**src/rtl/d2pc_pkg.sv**
```systemverilog
`default_nettype none
package d2pc_pkg;

    localparam int COORD_BITS_DEF = 12;
    localparam int FRAC_BITS_DEF  = 16;
    localparam int QUEUE_DEPTH    = 4;

    localparam int APB_ADDR_W = 5;
    localparam int APB_DATA_W = 32;

    localparam logic [2:0] REG_INV_FOCAL_X  = 3'd0;
    localparam logic [2:0] REG_INV_FOCAL_Y  = 3'd1;
    localparam logic [2:0] REG_CENTER_X     = 3'd2;
    localparam logic [2:0] REG_CENTER_Y     = 3'd3;
    localparam logic [2:0] REG_DEPTH_FACTOR = 3'd4;
    localparam logic [2:0] REG_IMAGE_WIDTH  = 3'd5;
    localparam logic [2:0] REG_IMAGE_HEIGHT = 3'd6;
    localparam logic [2:0] REG_DOWNSAMPLE   = 3'd7;

    localparam logic [31:0] INV_FOCAL_X_RST  = 32'd8180952;
    localparam logic [31:0] INV_FOCAL_Y_RST  = 32'd8180952;
    localparam logic [15:0] CENTER_X_RST     = 16'd5112;
    localparam logic [15:0] CENTER_Y_RST     = 16'd3832;
    localparam logic [31:0] DEPTH_FACTOR_RST = 32'd4294967;
    localparam logic [12:0] IMAGE_WIDTH_RST  = 13'd640;
    localparam logic [12:0] IMAGE_HEIGHT_RST = 13'd480;
    localparam logic [4:0]  DOWNSAMPLE_RST   = 5'd1;

    localparam logic [4:0]  DOWNSAMPLE_MAX   = 5'd16;

    typedef struct packed {
        logic [31:0] inv_focal_x;
        logic [31:0] inv_focal_y;
        logic [15:0] center_x;
        logic [15:0] center_y;
        logic [31:0] depth_factor;
        logic [12:0] image_width;
        logic [12:0] image_height;
        logic [4:0]  downsample;
    } d2pc_cfg_t;

endpackage
`default_nettype wire

```
**src/rtl/d2pc_queue.sv**
```systemverilog
`default_nettype none
module d2pc_queue
    import d2pc_pkg::*;
#(
    parameter int DATA_W = 88,
    parameter int DEPTH  = QUEUE_DEPTH
)
(
    input  wire logic              clk,
    input  wire logic              rst_n,
    input  wire logic              push,
    input  wire logic [DATA_W-1:0] push_data,
    output logic                   full,
    input  wire logic              pop,
    output logic                   not_empty,
    output logic [DATA_W-1:0]      pop_data
);

    localparam int PTR_W = (DEPTH > 1) ? $clog2(DEPTH) : 1;
    localparam int CNT_W = $clog2(DEPTH + 1);

    logic [DATA_W-1:0] slot_reg [DEPTH];
    logic [PTR_W-1:0]  wr_ptr_reg, rd_ptr_reg;
    logic [CNT_W-1:0]  count_reg;
    logic              do_push, do_pop;

    assign full      = (count_reg == CNT_W'(DEPTH));
    assign not_empty = (count_reg != '0);
    assign do_push   = push && !full;
    assign do_pop    = pop && not_empty;
    assign pop_data  = slot_reg[rd_ptr_reg];

    always_ff @(posedge clk)
    begin
        if (do_push)
        begin
            slot_reg[wr_ptr_reg] <= push_data;
        end
    end

    always_ff @(posedge clk or negedge rst_n)
    begin
        if (!rst_n)
        begin
            wr_ptr_reg <= '0;
            rd_ptr_reg <= '0;
            count_reg  <= '0;
        end
        else
        begin
            if (do_push)
            begin
                wr_ptr_reg <= (wr_ptr_reg == PTR_W'(DEPTH - 1)) ? '0 : wr_ptr_reg + PTR_W'(1);
            end
            if (do_pop)
            begin
                rd_ptr_reg <= (rd_ptr_reg == PTR_W'(DEPTH - 1)) ? '0 : rd_ptr_reg + PTR_W'(1);
            end
            if (do_push && !do_pop)
            begin
                count_reg <= count_reg + CNT_W'(1);
            end
            else if (do_pop && !do_push)
            begin
                count_reg <= count_reg - CNT_W'(1);
            end
        end
    end

endmodule
`default_nettype wire

```
**config.mk**
```make
export PLATFORM = sky130hd
export DESIGN_NAME = d2pc_queue
export DESIGN_NICKNAME = d
export VERILOG_FILES = /design/src/rtl/d2pc_pkg.sv /design/src/rtl/d2pc_queue.sv
export SDC_FILE = /design/constraint.sdc
export NUM_CORES = 1
export LEC_CHECK = 0
export ABC_AREA = 1
export ABC_CLOCK_PERIOD_IN_PS = 9700
export BUFFER_PORTS_ARGS = -buffer_cell sky130_fd_sc_hd__buf_2
export CAP_MARGIN = 15
export CORE_AREA = 5 5 185 187
export CTS_CLUSTER_SIZE = 24
export DETAILED_ROUTE_END_ITERATION = 6
export DIE_AREA = 0 0 190 192
export SLEW_MARGIN = 20
export SYNTH_ARGS = -nofsm -noshare
export SYNTH_HDL_FRONTEND = slang
export SYNTH_SLANG_ARGS = --single-unit
```
**constraint.sdc**
```tcl
create_clock -name clk -period 9.7 [get_ports clk]
set_input_delay 1.455 -clock clk [delete_from_list [all_inputs] [get_ports clk]]
set_output_delay 1.455 -clock clk [all_outputs]
set_load 0.1 [all_outputs]
```
==> results of run 1 <==
[cells in the mapped netlist, types with 4 or more instances]
cell      count  area [sq um]
clkbuf_1     20          75.1
inv_1       190           713
dfrtp_1       7           175
edfxtp_1    352         10600
nand2_1     279          1050
buf_2        28           140
nand3_1       7          35.0
buf_1         5          18.8
nor2_1        6          22.5
buf_4         4          30.0
ha_1          6          75.1
o211ai_1    176          1320
[critical path, cell delays in order (launching register included)]
cell and delay (ns):
dfrtp_4 0.71, buf_4 0.73, buf_4 0.82, o211ai_1 0.21, nand2_1 0.16, buf_2 0.44
[per-layer routing]
layer / wire length (um) / vias to the layer above / GRT usage, %
li1: - / 4131 / -
met1: 12600 / 3999 / 20.3
met2: 13900 / 166 / 26.4
met3: 1570 / 51 / 3.83
met4: 664 / 6 / 4.45
met5: 28 / - / 0
[worst max path at each step]
| stage | start | endpoint | slack, ns |
|---|---|---|---|
| after floorplan | push | slot_reg[0][0] | 3.90 |
| after global placement | rd_ptr_reg[0] | pop_data[61] | 4.93 |
| after detailed placement | rd_ptr_reg[0] | pop_data[42] | 4.84 |
| after CTS | rd_ptr_reg[0] | pop_data[42] | 4.31 |
| after global routing | rd_ptr_reg[0] | pop_data[20] | 4.27 |
| final | rd_ptr_reg[0] | pop_data[22] | 4.58 |
[layout make-up]
| type | instances | share of cell area, % |
|---|---|---|
| Sequential cell | 359 | 63.4 |
| Multi-Input combinational cell | 478 | 15.2 |
| Clock buffer | 48 | 6.21 |
| Timing Repair Buffer | 193 | 5.90 |
| Inverter | 191 | 4.24 |
| Tap cell | 442 | 3.26 |
| Clock inverter | 19 | 1.80 |
| Antenna cell | 1 | 0.0148 |
[logic make-up (layout without fill, tap and decap cells)]
kind of cell               Yosys count  count (layout)  share of synthesized area [%]
adders and majority gates            7               7                          0.666
xor gates and xnor gates             1               1                         0.0614
and+or+nand+nor                    293             293                           7.78
other                                0               1                              0
DFF                                359             359                           75.3
AOI/OAI and AO/OA                  177             177                           9.29
buffers and inverters              249             451                           6.95
[per-stage QoR]
| stage | setup WS (ns) | utilization [%] | cell area [sq um] | hold WS [ns] |
|---|---|---|---|---|
| 2_1_floorplan | 3.90 | - | 14300 | 0.463 |
| 3_3_place_gp | 4.93 | 48.3 | 15600 | 0.490 |
| 3_5_place_dp | 4.84 | 48.3 | 15600 | 0.497 |
| 4_1_cts | 4.31 | 52.5 | 16900 | 0.516 |
| 5_1_grt | 4.27 | 52.5 | 17000 | 0.548 |
| 6_report | 4.58 | 52.5 | 17000 | 0.512 |
[placed cells by master (no fill, tap or decap)]
| cell | instances |
|---|---|
| nor2_4 | 4 |
| edfxtp_1 | 352 |
| clkbuf_1 | 7 |
| o21ai_0 | 1 |
| o211ai_1 | 176 |
| nand3_1 | 7 |
| dfrtp_4 | 2 |
| bufinv_16 | 8 |
| diode_2 | 1 |
| clkinv_1 | 3 |
| inv_1 | 190 |
| clkinv_4 | 1 |
| clkinvlp_4 | 1 |
| buf_6 | 1 |
| dfrtp_1 | 5 |
| ha_1 | 6 |
| fa_1 | 1 |
| nand4_1 | 1 |
| nand2_1 | 279 |
| nor2_1 | 2 |
| inv_6 | 2 |
| xnor2_1 | 1 |
| clkinv_2 | 5 |
| buf_4 | 11 |
| buf_2 | 181 |
| clkbuf_16 | 41 |
==> impl_metrics.py, run 1 <==
metrics = {
    "min_path": {
        "hold_start": "count_reg[2]",
        "hold_depth": 2,
        "hold-path-endpoint": "count_reg[2]",
        "hold_class": "flop to flop",
    },
    "clocking": {
        "clk_latency_ns": 0.52,
        "h-tree-depth": 2,
        "cts_root_buf": "clkbuf_16",
        "cts_resized": 0,
        "cts.sinks": 359,
        "clk_path_buf_depth": 3,
        "cts_buffers": 40,
        "cts_setup_buffers": 0,
        "cts.clk_slew.worst_paths_ns": 0.06,
        "cts_tree": "yes",
        "postCtsHoldBufs": 0,
    },
    "setup_path": {
        "reg2regPathDepth": 5,
        "r2r-start": "count_reg[0]",
        "critPathArrivalTime_ns": 3.66,
        "r2r_slack_ns": 6.70,
        "critPathLaunchType": "flop",
        "timing.rr.end": "slot_reg[0][36]",
        "critical_path_required_ns": 8.25,
        "worstSetupEndpointType": "output pin",
        "crit_fanout": 96,
        "crit_type": "flop to output pin",
    },
    "finish": {
        "drive_above_1_share_pct": 20.0,
        "multi_input_area_sq_um": 2570,
        "largest_reg_flops": 352,
        "syn2layout_area_growth_pct": 18.7,
        "fillers": 2757,
        "fin_cells": 1731,
        "regArea_sq_um": 10800,
        "nets": 1362,
    },
    "logic_synthesis": {
        "syn_avg_cell_area_sq_um": 13.1,
        "yosysSeqAreaShare_pct": 75.3,
        "syn-instance-count": 1086,
        "syn_area_sq_um": 14300,
        "async_flop_share_pct": 1.95,
        "synthFlopType": "edfxtp_1",
        "yosysWarnings": 0,
        "syn_nets": 1185,
        "synthDistinctLibCells": 18,
        "yosys_register_bits": 359,
        "synth-edff-count": 352,
    },
    "timing": {
        "rsz0062_at_grt": "false",
        "slew_headroom_pct": 31.7,
        "setup_viol": 0,
        "hold_viol_final": 0,
        "clock.fmax_mhz": 195,
        "slew_viol_final": 0,
        "fin_crit_sh_pct": 52.7,
        "finalSetupTns_ns": 0,
        "fin_skew_ns": 0.0132,
        "min_period_ns": 5.12,
        "tightest_slew_ns": 1.02,
    },
    "grt": {
        "grt_pass1_vias": 8306,
        "grt_overflow": 0,
        "track_usage_pct": 15.6,
        "grt_max_degree": 126,
        "grt_pass1_wl_um": 45100,
        "antenna_found_initial": 4,
    },
    "die": {
        "ioPinCount": 182,
        "coreArea_sq_um": 32300,
        "rows": 66,
        "die_area_sq_um": 36500,
        "start_util_pct": 44.2,
        "die_y_um": 192,
        "die_w_um": 190,
    },
    "placement": {
        "gp_congestion": 0.701,
        "post-place-cells": 1663,
        "portBuffers": 181,
        "place_hpwl_um": 16500,
    },
    "drt": {
        "wirelength_um": 28800,
        "antenna_left": 0,
        "num_vias": 8353,
        "drc": 0,
        "drt_iter0_markers": 347,
        "drtPass1Iterations": 4,
        "drt-wirelength-per-cell_um": 16.6,
        "vias_per_cell": 4.83,
    },
    "run_status": {
        "outcome": "finished clean",
    },
    "run": {
        "drv_cap": 0,
    },
}
Power of run 1 is left out: the tool's default activity adds up to more than one toggle a clock period on the data nets, which glitch-free logic cannot reach.
==> inputs of run 2 (changes only) <==
ABC_CLOCK_PERIOD_IN_PS = 5300   (was 9700)
clock period = 5.3 ns   (was 9.7 ns; I/O delays follow)
==> impl_metrics.py, run 2 (synthesis results as in run 1) <==
metrics = {
    "run_status": {
        "outcome": "finished clean",
    },
    "grt": {
        "grt_max_degree": 126,
        "grt_pass1_wl_um": 44200,
        "grt_overflow": 0,
        "track_usage_pct": 15.4,
        "antenna_found_initial": 3,
        "grt_pass1_vias": 8262,
    },
    "drt": {
        "num_vias": 8359,
        "drt-wirelength-per-cell_um": 16.4,
        "drc": 0,
        "antenna_left": 0,
        "drtPass1Iterations": 4,
        "drt_iter0_markers": 379,
        "wirelength_um": 28300,
        "vias_per_cell": 4.83,
    },
    "clocking": {
        "h-tree-depth": 2,
        "cts.clk_slew.worst_paths_ns": 0.06,
        "cts.sinks": 359,
        "postCtsHoldBufs": 0,
        "cts_root_buf": "clkbuf_16",
        "cts_buffers": 39,
        "clk_latency_ns": 0.51,
        "cts_tree": "yes",
        "cts_resized": 0,
        "clk_path_buf_depth": 3,
        "cts_setup_buffers": 0,
    },
    "finish": {
        "final_common_cell": "edfxtp_1",
        "nets": 1363,
        "drive_above_1_share_pct": 19.4,
        "syn2layout_area_growth_pct": 17.8,
        "mostFrequentLayoutCells": "352 x edfxtp_1, 279 x nand2_1, 190 x inv_1, 181 x buf_2, 176 x o211ai_1",
        "largest_reg_flops": 352,
    },
    "die": {
        "rows": 66,
        "die_w_um": 190,
        "die_y_um": 192,
        "die_area_sq_um": 36500,
        "coreArea_sq_um": 32300,
        "start_util_pct": 44.2,
        "ioPinCount": 182,
    },
    "setup_path": {
        "crit_fanout": 47,
        "cp_slowest_cell": "buf_4",
        "worstSetupEndpointType": "output pin",
        "crit_type": "flop to output pin",
        "critPathArrivalTime_ns": 2.81,
        "r2r_slack_ns": 2.61,
        "slowest_delay_ns": 0.59,
        "critPathLaunchType": "flop",
        "critical_path_required_ns": 4.51,
        "path_cells": "buf_4 > buf_4 > o211ai_1 > nand2_1 > buf_2",
        "crit_top_cell": "buf_4",
    },
    "placement": {
        "portBuffers": 181,
        "gp_congestion": 0.682,
        "place_hpwl_um": 16600,
    },
    "timing": {
        "fin_crit_sh_pct": 68.0,
        "clock.fmax_mhz": 277,
        "tightest_slew_ns": 1.01,
        "finalSetupTns_ns": 0,
        "setup_viol": 0,
        "hold_viol_final": 0,
        "fin_skew_ns": 0.00911,
        "rsz0062_at_grt": "false",
        "slew_headroom_pct": 32.5,
        "min_period_ns": 3.61,
        "slew_viol_final": 0,
    },
    "min_path": {
        "hold_class": "input port to asynchronous set/reset pin",
    },
    "run": {
        "drv_cap": 0,
    },
}
==> run 2: cell types whose count changed in the layout (fill, tap and decap cells not counted) <==
cell       change
buf_12         +5
buf_4          -2
buf_6          -1
bufinv_16      -7
clkbuf_1       +3
clkinv_1       +4
clkinv_2       +1
clkinv_4       -1
inv_6          -2
==> run 2: area by class of cell <==
type	count	area (sq um)
fill	2720	15500
sequential	359	10800
multi-input combinational	478	2570
timing repair buffer	195	1070
clock buffer	51	1060
inverter	191	718
tap	442	553
clock inverter	14	88.8
antenna	1	2.50
==> run 2: final timing paths <==
check,cells after the start,start,to
worst max-delay path,5,rd_ptr_reg[1],pop_data[84]
max in group asynchronous,1,rst_n,rd_ptr_reg[1]
worst min-delay path,1,rst_n,count_reg[1]
worst min register to register,2,count_reg[2],count_reg[2]
min in group clk,1,push_data[12],slot_reg[2][12]
worst max register to register,5,count_reg[0],slot_reg[1][86]
==> run 2: layer usage <==
metal  vias to the layer above  wire length (um)  GRT usage [%]
met3                        49              1820           4.07
met1                      3997             11900           19.4
met2                       182             13900           26.3
met4                         4               689           4.54
met5                         -                27              0
li1                       4127                 -              -
==> run 2: metrics by stage <==
| step | instances | instance area, sq um | hold slack (ns) | util, % | worst slack, ns |
|---|---|---|---|---|---|
| floorplan | 1086 | 14300 | 0.463 | - | 0.158 |
| global placement | 1665 | 15700 | 0.488 | 48.5 | 2.18 |
| detailed placement | 1665 | 15700 | 0.508 | 48.5 | 2.19 |
| CTS | 1730 | 16800 | 0.107 | 52.1 | 1.64 |
| global route | 1731 | 16800 | 0.113 | 52.1 | 1.46 |
| finish | 1731 | 16800 | 0.117 | 52.1 | 1.69 |
==> run 2: worst max-delay path: cells and delay by family (launching register included) <==
| kind | cells | cell delay, ns |
|---|---|---|
| flip-flops | 1 | 0.41 |
| buffers and inverters | 3 | 1.52 |
| AO/OA/AOI/OAI | 1 | 0.17 |
| AND/OR/NAND/NOR | 1 | 0.12 |
Power of run 2 is left out for the same reason.
