==> src/rtl/d2pc_pkg.sv <==
`default_nettype none
package d2pc_pkg;

    localparam int COORD_BITS_DEF = 12;
    localparam int FRAC_BITS_DEF  = 16;
    localparam int QUEUE_DEPTH    = 4;

    localparam int APB_ADDR_W = 5;
    localparam int APB_DATA_W = 32;

    localparam logic [2:0] REG_INV_FOCAL_X  = 3'd0;
    localparam logic [2:0] REG_INV_FOCAL_Y  = 3'd1;
    localparam logic [2:0] REG_CENTER_X     = 3'd2;
    localparam logic [2:0] REG_CENTER_Y     = 3'd3;
    localparam logic [2:0] REG_DEPTH_FACTOR = 3'd4;
    localparam logic [2:0] REG_IMAGE_WIDTH  = 3'd5;
    localparam logic [2:0] REG_IMAGE_HEIGHT = 3'd6;
    localparam logic [2:0] REG_DOWNSAMPLE   = 3'd7;

    localparam logic [31:0] INV_FOCAL_X_RST  = 32'd8180952;
    localparam logic [31:0] INV_FOCAL_Y_RST  = 32'd8180952;
    localparam logic [15:0] CENTER_X_RST     = 16'd5112;
    localparam logic [15:0] CENTER_Y_RST     = 16'd3832;
    localparam logic [31:0] DEPTH_FACTOR_RST = 32'd4294967;
    localparam logic [12:0] IMAGE_WIDTH_RST  = 13'd640;
    localparam logic [12:0] IMAGE_HEIGHT_RST = 13'd480;
    localparam logic [4:0]  DOWNSAMPLE_RST   = 5'd1;

    localparam logic [4:0]  DOWNSAMPLE_MAX   = 5'd16;

    typedef struct packed {
        logic [31:0] inv_focal_x;
        logic [31:0] inv_focal_y;
        logic [15:0] center_x;
        logic [15:0] center_y;
        logic [31:0] depth_factor;
        logic [12:0] image_width;
        logic [12:0] image_height;
        logic [4:0]  downsample;
    } d2pc_cfg_t;

endpackage
`default_nettype wire

==> src/rtl/d2pc_pixel_if.sv <==
`default_nettype none
interface d2pc_pixel_if;
    logic        valid;
    logic        ready;
    logic [15:0] depth;
    logic [7:0]  blue;
    logic [7:0]  green;
    logic [7:0]  red;

    modport source (output valid, output depth, output blue, output green, output red,
                    input ready);
    modport sink (input valid, input depth, input blue, input green, input red,
                  output ready);
endinterface
`default_nettype wire

==> src/rtl/d2pc_front.sv <==
`default_nettype none
module d2pc_front
    import d2pc_pkg::*;
#(
    parameter int COORD_BITS = COORD_BITS_DEF,
    parameter int ENTRY_W    = 64 + 2 * COORD_BITS
)
(
    input  wire logic               clk,
    input  wire logic               rst_n,
    input  wire d2pc_cfg_t          cfg,
    d2pc_pixel_if.sink              pix,
    input  wire logic               q_full,
    output logic                    q_push,
    output logic [ENTRY_W-1:0]      q_data
);

    localparam int CMP_W = (COORD_BITS + 2 > 14) ? COORD_BITS + 2 : 14;
    localparam logic [CMP_W-1:0] LIMIT = CMP_W'(1) << COORD_BITS;

    logic [COORD_BITS-1:0] column_count_reg, column_count_next;
    logic [COORD_BITS-1:0] row_count_reg, row_count_next;
    logic [3:0]            column_phase_reg, column_phase_next;
    logic [3:0]            row_phase_reg, row_phase_next;
    logic [23:0]           point_counter_reg, point_counter_next;

    logic [CMP_W-1:0] width_raw, height_raw, width_eff, height_eff;
    logic [CMP_W-1:0] column_inc, row_inc;
    logic [4:0]       ds_eff, column_phase_inc, row_phase_inc;
    logic             accept, keep;

    assign pix.ready = !q_full;
    assign accept    = pix.valid && !q_full;
    assign keep      = (column_phase_reg == 4'd0) && (row_phase_reg == 4'd0);
    assign q_push    = accept && keep;
    assign q_data    = {point_counter_reg, pix.red, pix.green, pix.blue, pix.depth,
                        row_count_reg, column_count_reg};

    always_comb
    begin
        width_raw  = CMP_W'(cfg.image_width);
        height_raw = CMP_W'(cfg.image_height);
        width_eff  = (width_raw == '0 || width_raw > LIMIT) ? LIMIT : width_raw;
        height_eff = (height_raw == '0 || height_raw > LIMIT) ? LIMIT : height_raw;
        if (cfg.downsample == 5'd0)
        begin
            ds_eff = 5'd1;
        end
        else if (cfg.downsample > DOWNSAMPLE_MAX)
        begin
            ds_eff = DOWNSAMPLE_MAX;
        end
        else
        begin
            ds_eff = cfg.downsample;
        end
        column_inc       = CMP_W'(column_count_reg) + CMP_W'(1);
        row_inc          = CMP_W'(row_count_reg) + CMP_W'(1);
        column_phase_inc = {1'b0, column_phase_reg} + 5'd1;
        row_phase_inc    = {1'b0, row_phase_reg} + 5'd1;

        column_count_next  = column_count_reg;
        row_count_next     = row_count_reg;
        column_phase_next  = column_phase_reg;
        row_phase_next     = row_phase_reg;
        point_counter_next = keep ? point_counter_reg + 24'd1 : point_counter_reg;

        if (column_inc >= width_eff)
        begin
            column_count_next = '0;
            column_phase_next = 4'd0;
            if (row_inc >= height_eff)
            begin
                row_count_next     = '0;
                row_phase_next     = 4'd0;
                point_counter_next = 24'd0;
            end
            else
            begin
                row_count_next = row_inc[COORD_BITS-1:0];
                row_phase_next = (row_phase_inc >= ds_eff) ? 4'd0 : row_phase_inc[3:0];
            end
        end
        else
        begin
            column_count_next = column_inc[COORD_BITS-1:0];
            column_phase_next = (column_phase_inc >= ds_eff) ? 4'd0 : column_phase_inc[3:0];
        end
    end

    always_ff @(posedge clk or negedge rst_n)
    begin
        if (!rst_n)
        begin
            column_count_reg  <= '0;
            row_count_reg     <= '0;
            column_phase_reg  <= 4'd0;
            row_phase_reg     <= 4'd0;
            point_counter_reg <= 24'd0;
        end
        else if (accept)
        begin
            column_count_reg  <= column_count_next;
            row_count_reg     <= row_count_next;
            column_phase_reg  <= column_phase_next;
            row_phase_reg     <= row_phase_next;
            point_counter_reg <= point_counter_next;
        end
    end

endmodule
`default_nettype wire

==> src/flat_wrapper.sv <==
// flat-port wrapper written by rule: the top's interface ports become plain ports
module d2pc_front_flat import d2pc_pkg::*;
#(
    parameter int COORD_BITS = COORD_BITS_DEF,
    parameter int ENTRY_W    = 64 + 2 * COORD_BITS
)
  (clk, rst_n, cfg, q_full, q_push, q_data, pix_valid, pix_depth, pix_blue, pix_green, pix_red, pix_ready);
  d2pc_pixel_if pix_i ();
  input  wire logic clk;
  input  wire logic rst_n;
  input  wire d2pc_cfg_t cfg;
  input  wire logic q_full;
  output logic q_push;
  output logic [ENTRY_W-1:0] q_data;
  input wire logic [$bits(pix_i.valid)-1:0] pix_valid;
  input wire logic [$bits(pix_i.depth)-1:0] pix_depth;
  input wire logic [$bits(pix_i.blue)-1:0] pix_blue;
  input wire logic [$bits(pix_i.green)-1:0] pix_green;
  input wire logic [$bits(pix_i.red)-1:0] pix_red;
  output wire logic [$bits(pix_i.ready)-1:0] pix_ready;
  assign pix_i.valid = pix_valid;
  assign pix_i.depth = pix_depth;
  assign pix_i.blue = pix_blue;
  assign pix_i.green = pix_green;
  assign pix_i.red = pix_red;
  assign pix_ready = pix_i.ready;
  d2pc_front #(.COORD_BITS(COORD_BITS), .ENTRY_W(ENTRY_W)) u_core (.clk(clk), .rst_n(rst_n), .cfg(cfg), .pix(pix_i), .q_full(q_full), .q_push(q_push), .q_data(q_data));
endmodule
==> config.mk <==
export PLATFORM = sky130hd
export DESIGN_NAME = d2pc_front_flat
export DESIGN_NICKNAME = d
export VERILOG_FILES = /design/src/rtl/d2pc_pkg.sv /design/src/rtl/d2pc_pixel_if.sv /design/src/rtl/d2pc_front.sv /design/src/flat_wrapper.sv
export SDC_FILE = /design/constraint.sdc
export NUM_CORES = 1
export LEC_CHECK = 0
export BUFFER_PORTS_ARGS = -buffer_cell sky130_fd_sc_hd__buf_2
export CAP_MARGIN = 25
export CORE_AREA = 2 2 113 115
export CTS_CLUSTER_SIZE = 40
export DETAILED_ROUTE_END_ITERATION = 8
export DIE_AREA = 0 0 115 117
export PLACE_DENSITY = 0.69
export SLEW_MARGIN = 20
export SYNTH_ARGS = -nofsm -noshare
export SYNTH_HDL_FRONTEND = slang
export SYNTH_SLANG_ARGS = --single-unit
==> constraint.sdc <==
create_clock -name clk -period 4.4 [get_ports clk]
set_clock_uncertainty 0.05 [all_clocks]
set_input_delay 0.44 -clock clk [delete_from_list [all_inputs] [get_ports clk]]
set_output_delay 0.44 -clock clk [all_outputs]
set_load 0.01 [all_outputs]
==> results of run 1 <==
## path summary, 6_finish.rpt
check | start | end | cells past startpoint
hold / removal | rst_n | u_core.point_counter_reg[0] | 2
hold reg to reg | u_core.point_counter_reg[23] | u_core.point_counter_reg[23] | 2
min in group clk | q_full | u_core.column_count_reg[5] | 3
max in group asynchronous | rst_n | u_core.column_phase_reg[3] | 2
setup / recovery | u_core.column_count_reg[0] | u_core.row_count_reg[10] | 12
setup reg to reg | u_core.column_count_reg[0] | u_core.row_count_reg[10] | 12
## cell usage after synthesis (all sizes together), types with 14 or more instances
master,instances,share of area (%)
ha,43,13
and3,19,2.8
inv,14,1.2
a22o,14,2.9
nand3,18,2.1
nor2,43,3.8
xor2,16,3.3
nand2,47,4.1
buf,44,7.7
xnor2,28,5.7
nand2b,35,5.1
dfrtp,56,33
## routing by layer
layer  vias up  GRT usage (%)
li1       1693              -
met1      1665           18.6
met2        82           21.8
met3        16           3.35
met4         0           3.78
met5         -              0
## worst max-delay path: cells and delay by family (launching register included)
family | cells | cell delay [ns]
and+or+nand+nor | 5 | 1.02
buffers and inverters | 1 | 0.30
xor gates and xnor gates | 1 | 0.22
adders and majority gates | 2 | 0.48
AOI/OAI and AO/OA | 3 | 0.89
DFF | 1 | 0.46
## area by class of cell
class / count / area share (%)
well taps: 150 / 4.00
multi-input cells: 354 / 52.7
flip-flops and latches: 56 / 29.9
inverters: 14 / 1.12
clock buffers: 6 / 2.75
clock inverters: 1 / 0.107
repair buffers: 87 / 9.45
## cell usage in the layout, fill, tap and decap left out, types with 16 or more instances in the layout
master    count
and3_1       19
buf_2        84
dfrtp_1      56
ha_1         43
nand2_1      47
nand2b_1     35
nand3_1      18
nor2_1       43
xnor2_1      28
xor2_1       16
## power by group through the flow
| stage | sequential [mW] | combinational [mW] | clock (mW) |
|---|---|---|---|
| floorplan | 0.665 | 0.347 | 0 |
| global placement | 0.661 | 0.457 | 0 |
| detailed placement | 0.666 | 0.473 | 0 |
| CTS | 0.657 | 0.476 | 0.390 |
| global route | 0.669 | 0.551 | 0.409 |
| finish | 0.657 | 0.472 | 0.375 |
## cells by family after synthesis
kind of cell / count (synthesis)
buf+inv: 63
flops: 56
simple gates: 205
compound gates: 61
mux: 1
xor+xnor: 44
fa+ha+maj: 43
==> reports/results.ini, run 1 <==
[placed_design]
portBuffers = 84
dpl.hpwl_mm = 7.34
dp_cells = 661
placed_cell_area_um2 = 4550
pre_cts_ws_ns = 0.851
place_congestion = 0.832

[clock_tree]
cts.sinks = 56
cts_max_level = 2
cts.path.max_buffers = 2
path_clk_slew_ns = 0.07
post_cts_resized = 0
hold_buffers = 0
numCtsBuffers = 5
cts_tree = yes
cts_setup_buffers = 0
clk_latency_ns = 0.29
cts_root_buffer = clkbuf_16

[synthesis]
synthFlopType = dfrtp_1
ys_seq_area_share_pct = 32.8
synth_top_family_by_area = simple AND/OR/NAND/NOR gates
synth_cells = 473
synth_fa_ha_area_share_pct = 12.6
ys_seq_elements = 56
synth_compound_area_share_pct = 11.1
avgSynthCellArea_um2 = 9.02
synth_area_um2 = 4270
synth_edf_count = 0
yosys_warnings = 0
synth-xor-area-share_pct = 9.03
synth_cell_types = 50
syn_nets = 719
synthSimpleGateAreaFrac_pct = 24.9
synthMuxAreaShare_pct = 0.235
async_flop_share_pct = 100

[timing]
timing.final.crit_share_pct = 80.0
timing.final.ws_setup_ns = 0.881
hold_viol = 0
finalSetupViolations = 0
timing.hold.ws_ns = 0.238
fin_crit_ns = 3.52
drv_slew = 0
fmax_ghz = 0.284
tns_ns = 0
rsz0062_at_grt = false
max_slew.worst_pin.slew_ns = 0.693
maxSlewHeadroom_pct = 53.3

[global_routing]
grt_max_degree = 57
grt_pass1_vias = 3278
grt.total_usage_pct = 13.7
antenna_found_initial = 0
grt_pass1_wl_mm = 15.0
grt.overflow.total = 0

[layout]
seq_area_um2 = 1400
diodes = 0
multi_input_area_um2 = 2470
final_nets = 764
final_core_util_pct = 38.1
drive_gt1_share_pct = 19.7
area_growth_pct = 9.82
n_fill_cell = 1275
largest_reg_flops = 24
final_area_um2 = 4690
final-instance-count-excl-fill = 668

[min_path]
hold_path.class = input port to asynchronous set/reset pin

[drt]
top_layer_used = met4
dr_wl_met2_mm = 4.15
wl_per_cell_um = 13.9
viasPerCell = 5.17
via_count = 3456
drt-met1-wl_mm = 4.52
totalWireLength_mm = 9.28
wl_met3_um = 496
drt_first_pass_iters = 4
drtAntennaViolNets = 0
drcViolationCount = 0
drtIter0Drc = 185

[floorplanning]
die_w_um = 115
dieArea_um2 = 13500
die_y_um = 117
core_um2 = 12300
ioPinCount = 293
initial_core_util_pct = 34.7
rows = 41

[pwr]
p_sw_share_pct = 33.6
seqPwrFrac_pct = 43.7
ir_drop_v = 0.000142
p_switching_mw = 0.506
power_mw = 1.50
leakagePower_nw = 2.44
power_density_nw_per_um2 = 321
internal_power_mw = 0.998
power.share.clock_pct = 24.9
p_comb_share_pct = 31.4

[worst_setup_path]
reg2reg_slack_ns = 0.88
path_max_fanout = 23
arrival_ns = 3.65
critPathSlowestCell = dfrtp_1
critPathLaunchType = register
crit_type = register to register
worstPathCellList = ha_1 -> nand3_1 -> nor2_1 -> and3_1 -> xor2_1 -> ha_1 -> and3_1 -> a221o_1 -> o31ai_2 -> buf_4 -> nor2_1 -> a22o_1
required_ns = 4.53
critPathMaxStageDelay_ns = 0.46
cp-end-kind = register

[job]
cap_violations = 0

[outcome]
status = completed

Note: power is estimated with default switching activity, not from simulation.
==> run 2, diff against run 1 <==
--- a/config.mk
+++ b/config.mk
@@ -5,13 +5,13 @@
 export SDC_FILE = /design/constraint.sdc
 export NUM_CORES = 1
 export LEC_CHECK = 0
+export ABC_AREA = 1
 export BUFFER_PORTS_ARGS = -buffer_cell sky130_fd_sc_hd__buf_2
 export CAP_MARGIN = 25
-export CORE_AREA = 2 2 113 115
+export CORE_UTILIZATION = 40
 export CTS_CLUSTER_SIZE = 40
 export DETAILED_ROUTE_END_ITERATION = 8
-export DIE_AREA = 0 0 115 117
-export PLACE_DENSITY = 0.69
+export PLACE_DENSITY = 0.74
 export SLEW_MARGIN = 20
 export SYNTH_ARGS = -nofsm -noshare
 export SYNTH_HDL_FRONTEND = slang
==> constraint.sdc (replaced) <==
create_clock -name clk -period 3.3 [get_ports clk]
set_clock_uncertainty 0.05 [all_clocks]
set_input_delay 0.33 -clock clk [delete_from_list [all_inputs] [get_ports clk]]
set_output_delay 0.33 -clock clk [all_outputs]
set_load 0.01 [all_outputs]
==> run 2 against run 1 <==
Net effect: largest power group is now combinational cells; hold slack got worse by 0.21 ns; flip-flop and latch count did not move; global-route usage rose by 3.3 points; synthesized cell count rose by 59%; clock-buffer cell count fell by 1; critical path depth grew 3; fmax grew 19%; cell count increased by 45%; first-iteration DRC count grew 29%.
==> reports/results.ini, run 2 <==
[outcome]
status = completed

[timing]
tns_ns = 0  ; unchanged
hold_viol = 0  ; unchanged
timing.final.crit_share_pct = 89.9  ; +9.9 points
maxSlewHeadroom_pct = 52.3  ; -1.0 points
max_slew.worst_pin.slew_ns = 0.715  ; +0.0215 ns
drv_slew = 0  ; unchanged
fmax_ghz = 0.337  ; +19%
fin_crit_ns = 2.97  ; -0.553 ns
finalSetupViolations = 0  ; unchanged
rsz0062_at_grt = false

[pwr]
ir_drop_v = 0.000269  ; +90%
leakagePower_nw = 3.18  ; +30%
power_density_nw_per_um2 = 547  ; +70%
power_mw = 3.02  ; +100%

[floorplanning]
core_um2 = 12200  ; -0.81%
ioPinCount = 293  ; unchanged
rows = 40  ; -2.4%
die_w_um = 115  ; -0.32%
die_y_um = 115  ; -2.0%
initial_core_util_pct = 41.6  ; +6.9 points
dieArea_um2 = 13100  ; -2.3%

[synthesis]
synthMuxAreaShare_pct = 0  ; -0.23 points
ys_seq_elements = 56  ; unchanged
synth_compound_area_share_pct = 3.43  ; -7.7 points
synth_area_um2 = 5070  ; +19%
synth_most_common_cell = nand2_1
synth_cells = 753  ; +59%
synth_top_area_share_pct = 27.6  ; -5.2 points
avgSynthCellArea_um2 = 6.74  ; -25%
yosysTopAreaCell = dfrtp_1
synth_cell_types = 37  ; -26%
async_flop_share_pct = 100  ; unchanged
syn_nets = 999  ; +39%
synth_area_leaders = dfrtp_1 28%, nand2_1 18%, ha_1 11%
synth_top_family_by_area = simple AND/OR/NAND/NOR gates
synthFlopType = dfrtp_1
synth_edf_count = 0  ; unchanged
yosys_warnings = 0  ; unchanged
synthSimpleGateAreaFrac_pct = 38.0  ; +13 points
netlist_top_cells_count = 250 x nand2_1, 84 x inv_1, 75 x nor2_1, 56 x dfrtp_1, 43 x ha_1
synth_fa_ha_area_share_pct = 10.6  ; -2.0 points
ys_seq_area_share_pct = 27.6  ; -5.2 points
synth-xor-area-share_pct = 4.49  ; -4.5 points

[layout]
n_fill_cell = 1275  ; unchanged
diodes = 0  ; unchanged
layout_common_cells = 250 x nand2_1, 84 x inv_1, 84 x buf_2
layout_commonest_cell = nand2_1
final_nets = 1045  ; +37%
final-instance-count-excl-fill = 968  ; +45%
area_growth_pct = 8.85
largest_reg_flops = 24  ; unchanged
drive_gt1_share_pct = 18.4  ; -1.3 points

[drt]
wl_per_cell_um = 11.2  ; -20%
drtIter0Drc = 238  ; +29%
totalWireLength_mm = 10.8  ; +17%
drtAntennaViolNets = 0  ; unchanged
viasPerCell = 4.70  ; -9.2%
drt_first_pass_iters = 4  ; unchanged
drcViolationCount = 0  ; unchanged
via_count = 4546  ; +32%

[placed_design]
portBuffers = 84  ; unchanged
place_congestion = 0.917  ; +10%
dp_cells = 960  ; +45%
dpl.hpwl_mm = 8.53  ; +16%

[worst_setup_path]
path_max_fanout = 18  ; -22%
arrival_ns = 3.09  ; -0.56 ns
critPathLaunchType = register
required_ns = 3.43  ; -1.10 ns
cp-end-kind = register
crit_type = register to register

[clock_tree]
numCtsBuffers = 5  ; unchanged
cts.path.max_buffers = 2  ; unchanged
cts_max_level = 2  ; unchanged
post_cts_resized = 0  ; unchanged
clk_latency_ns = 0.30  ; about the same
cts.sinks = 56  ; unchanged
cts_root_buffer = clkbuf_16
path_clk_slew_ns = 0.08  ; about the same
cts_setup_buffers = 0  ; unchanged
hold_buffers = 0  ; unchanged
cts_tree = yes

[global_routing]
grt.total_usage_pct = 16.9  ; +3.3 points
grt_pass1_vias = 4062  ; +24%
grt_max_degree = 33  ; -42%
grt.overflow.total = 0  ; unchanged
antenna_found_initial = 0  ; unchanged
grt_pass1_wl_mm = 18.1  ; +21%

[job]
cap_violations = 0  ; unchanged

[min_path]
hold_path.class = input port to asynchronous set/reset pin

-- run 2: cell type report --
cell class,instances,area (um^2),area share (%)
multi-input combinational,532,2870,51.9
sequential,56,1400,25.4
timing repair buffer,88,450,8.15
inverter,116,445,8.06
tap,168,210,3.81
clock buffer,5,125,2.27
clock inverter,3,25.0,0.453
-- run 2: worst max-delay path: stages, from the launching register on --
cell and delay, ns:
dfrtp_1 0.44, ha_1 0.24, nand2_1 0.09, nor3_2 0.29, xor2_1 0.28, inv_1 0.07, ha_1 0.27, nand2_1 0.06
nor2_1 0.10, nand2_1 0.06, nand2_1 0.06, nand2_1 0.07, nand3_2 0.16, nand2_4 0.18, nor2_4 0.31, nor2_1 0.08
-- run 2: worst paths after layout --
check                                               end  slack, ns                        from  cells after the start
setup / recovery           u_core.point_counter_reg[17]       0.33  u_core.column_count_reg[1]                     15
hold / removal               u_core.column_count_reg[9]       0.03                       rst_n                      1
setup reg to reg           u_core.point_counter_reg[17]       0.33  u_core.column_count_reg[1]                     15
hold reg to reg              u_core.column_phase_reg[3]       0.45  u_core.column_phase_reg[3]                      2
max in group asynchronous      u_core.row_count_reg[10]       2.36                       rst_n                      2
min in group clk             u_core.column_count_reg[9]       0.45                   pix_valid                      4
-- run 2: logic make-up after synthesis --
family | after synthesis
flops | 56
compound gates | 30
simple gates | 433
xor+xnor | 26
buf+inv | 165
fa+ha+maj | 43
-- run 2: layer usage --
metal	up-vias	wire length, um	share of wire, %	global-route usage, %
li1	2393	-	-	-
met1	2013	5360	50	22.5
met2	118	4780	44	28.6
met3	22	538	5.0	2.86
met4	0	127	1.2	3.90
met5	-	0	0	0
-- run 2: report_power, final --
group / total, mW / switching (mW) / internal [mW]
Sequential: 1.07 / 0.224 / 0.848
Clock: 0.551 / 0.263 / 0.288
Combinational: 1.40 / 0.834 / 0.564
Total: 3.02 / 1.32 / 1.70
-- run 2: through the flow --
step	instance area, um^2	utilization (%)	worst slack (ns)	hold WS, ns
floorplan	5070	-	0.719	-0.0156
global placement	5370	44.0	0.381	0.370
detailed placement	5370	44.0	0.366	0.374
CTS	5520	45.2	0.335	0.0486
global route	5520	45.2	0.0645	0.0847
finish	5520	45.2	0.334	0.0268
==> run 3, diff against run 2 <==
--- a/config.mk
+++ b/config.mk
@@ -8,10 +8,12 @@
 export ABC_AREA = 1
 export BUFFER_PORTS_ARGS = -buffer_cell sky130_fd_sc_hd__buf_2
 export CAP_MARGIN = 25
-export CORE_UTILIZATION = 40
+export CORE_AREA = 2 2 113 115
 export CTS_CLUSTER_SIZE = 40
 export DETAILED_ROUTE_END_ITERATION = 8
-export PLACE_DENSITY = 0.74
+export DIE_AREA = 0 0 115 117
+export PLACE_DENSITY = 0.77
+export SKIP_CTS_REPAIR_TIMING = 1
 export SLEW_MARGIN = 20
 export SYNTH_ARGS = -nofsm -noshare
 export SYNTH_HDL_FRONTEND = slang
==> run 3 against run 2 <==
Net effect: routed wire length grew 2.0%; sequential power about the same; first-iteration DRC count increased by 2.5%; die area grew 2.4%; critical path depth shrank 1; via count up 1.8%; worst setup slack better by 0.0027 ns; combinational power about the same; cell area is 0.32% lower; non-clock buffer count increased by 1; largest power group unchanged.
==> reports/results.ini, run 3 (synthesis results as in run 2) <==
[layout]
final_nets = 1046  ; +0.096%
area_growth_pct = 8.51
final-instance-count-excl-fill = 951  ; -1.8%
layout_commonest_cell = nand2_1
largest_reg_flops = 24  ; unchanged
diodes = 0  ; unchanged
final_area_um2 = 5510  ; -0.32%
drive_gt1_share_pct = 18.5  ; +0.10 points
n_fill_cell = 1276  ; +0.078%
layout_common_cells = 250 x nand2_1, 84 x inv_1, 84 x buf_2

[clock_tree]
numCtsBuffers = 5  ; unchanged
cts.path.max_buffers = 2  ; unchanged
clk_latency_ns = 0.30  ; about the same
cts_root_buffer = clkbuf_16
path_clk_slew_ns = 0.07  ; about the same
cts_tree = yes
cts_max_level = 2  ; unchanged
cts.sinks = 56  ; unchanged

[timing]
finalSetupViolations = 0  ; unchanged
timing.final.crit_share_pct = 89.8  ; about the same
hold_viol = 0  ; unchanged
timing.hold.ws_ns = 0.0162  ; -0.0106 ns
fmax_ghz = 0.338  ; about the same
drv_slew = 0  ; unchanged
fin_crit_ns = 2.96  ; -0.00271 ns
tns_ns = 0  ; unchanged
rsz0062_at_grt = false
maxSlewHeadroom_pct = 54.8  ; +2.4 points
max_slew.worst_pin.slew_ns = 0.678  ; -0.0366 ns

[placed_design]
placed_cell_area_um2 = 5360  ; -0.28%
portBuffers = 84  ; unchanged
dp_cells = 943  ; -1.8%
dpl.hpwl_mm = 8.72  ; +2.3%
place_congestion = 0.901  ; -1.7%

[drt]
wl_per_cell_um = 11.6  ; +3.8%
drcViolationCount = 0  ; unchanged
drtIter0Drc = 244  ; +2.5%
drtAntennaViolNets = 0  ; unchanged
via_count = 4630  ; +1.8%
drt_first_pass_iters = 4  ; unchanged
totalWireLength_mm = 11.0  ; +2.0%
viasPerCell = 4.87  ; +3.7%

[floorplanning]
initial_core_util_pct = 41.2  ; -0.34 points
dieArea_um2 = 13500  ; +2.4%
die_y_um = 117  ; +2.1%
rows = 41  ; +2.5%
core_um2 = 12300  ; +0.82%
die_w_um = 115  ; +0.32%
ioPinCount = 293  ; unchanged

[global_routing]
grt.total_usage_pct = 16.7  ; -0.19 points
grt_max_degree = 31  ; -6.1%
grt_pass1_vias = 4304  ; +6.0%
grt_pass1_wl_mm = 18.6  ; +2.6%
grt.overflow.total = 0  ; unchanged
antenna_found_initial = 0  ; unchanged

[pwr]
leakagePower_nw = 3.19  ; +0.26%
power_density_nw_per_um2 = 549  ; +0.45%
ir_drop_v = 0.000229  ; -15%

[worst_setup_path]
arrival_ns = 3.09  ; about the same
worstReg2RegStart = u_core.column_count_reg[1]
rr_endpoint = u_core.point_counter_reg[17]
required_ns = 3.43  ; about the same
r2r_cells = 14  ; -1
crit_type = register to register
cp-end-kind = register
path_max_fanout = 18  ; unchanged
reg2reg_slack_ns = 0.34  ; about the same
critPathLaunchType = register

[job]
cap_violations = 0  ; unchanged

[min_path]
hold_path.class = input port to asynchronous set/reset pin

[outcome]
status = completed

## run 3: changes by cell type in the layout (fill, tap and decap cells not counted)
cell | before | now
inv_6 | 2 | 1
clkinv_4 | 0 | 1
clkinvlp_4 | 1 | 0
buf_4 | 4 | 5
clkinv_2 | 0 | 1
## run 3: worst max-delay path, stage by stage (launching register included)
cell and delay [ns]:
dfrtp_1 0.43, ha_1 0.25, nand2_1 0.09, nor3_2 0.29
nand4_1 0.18, nand2_1 0.16, inv_1 0.05, ha_1 0.27
nand2_1 0.06, nor3_1 0.18, nand2_1 0.11, nand3_2 0.16
nand2_4 0.18, nor2_4 0.28, nor2_1 0.09
## run 3: through the flow
stage               util (%)  setup slack [ns]  total power [mW]
finish                  44.7             0.337              3.02
global route            44.7            0.0664              3.32
CTS                     44.7             0.306              3.05
detailed placement      43.5             0.311              2.50
global placement        43.5             0.362              2.45
floorplan                  -             0.719              2.10
## run 3: cell type report
type / instances / area, um^2 / share of cell area, %
well taps: 150 / 188 / 3.41
clock buffers: 5 / 125 / 2.27
clock inverters: 3 / 22.5 / 0.409
repair buffers: 89 / 458 / 8.32
inverters: 116 / 445 / 8.09
multi-input cells: 532 / 2870 / 52.1
flip-flops and latches: 56 / 1400 / 25.4
## run 3: worst max path at each step
stage / start / end / slack [ns]
floorplan: u_core.row_count_reg[0] / u_core.point_counter_reg[0] / 0.72
global placement: u_core.column_count_reg[1] / u_core.point_counter_reg[11] / 0.36
detailed placement: u_core.column_count_reg[1] / u_core.point_counter_reg[11] / 0.31
CTS: u_core.column_count_reg[1] / u_core.point_counter_reg[11] / 0.31
global route: u_core.column_count_reg[1] / u_core.column_count_reg[7] / 0.07
finish: u_core.column_count_reg[1] / u_core.point_counter_reg[17] / 0.34
## run 3: report_power, final
part,switching [mW],internal (mW),leakage [nW],total [mW]
registers,0.219,0.848,0.697,1.07
clock network,0.263,0.285,0.0742,0.548
logic,0.842,0.567,2.42,1.41
total,1.32,1.70,3.19,3.02
## run 3: metal layers
layer	wire length [um]	part of all wire [%]	up-vias	track usage [%]
met5	0	0	-	0
met4	223	2.0	0	4.82
met3	538	4.9	27	2.99
met2	5070	46	116	29.0
met1	5190	47	2081	21.4
li1	-	-	2406	-
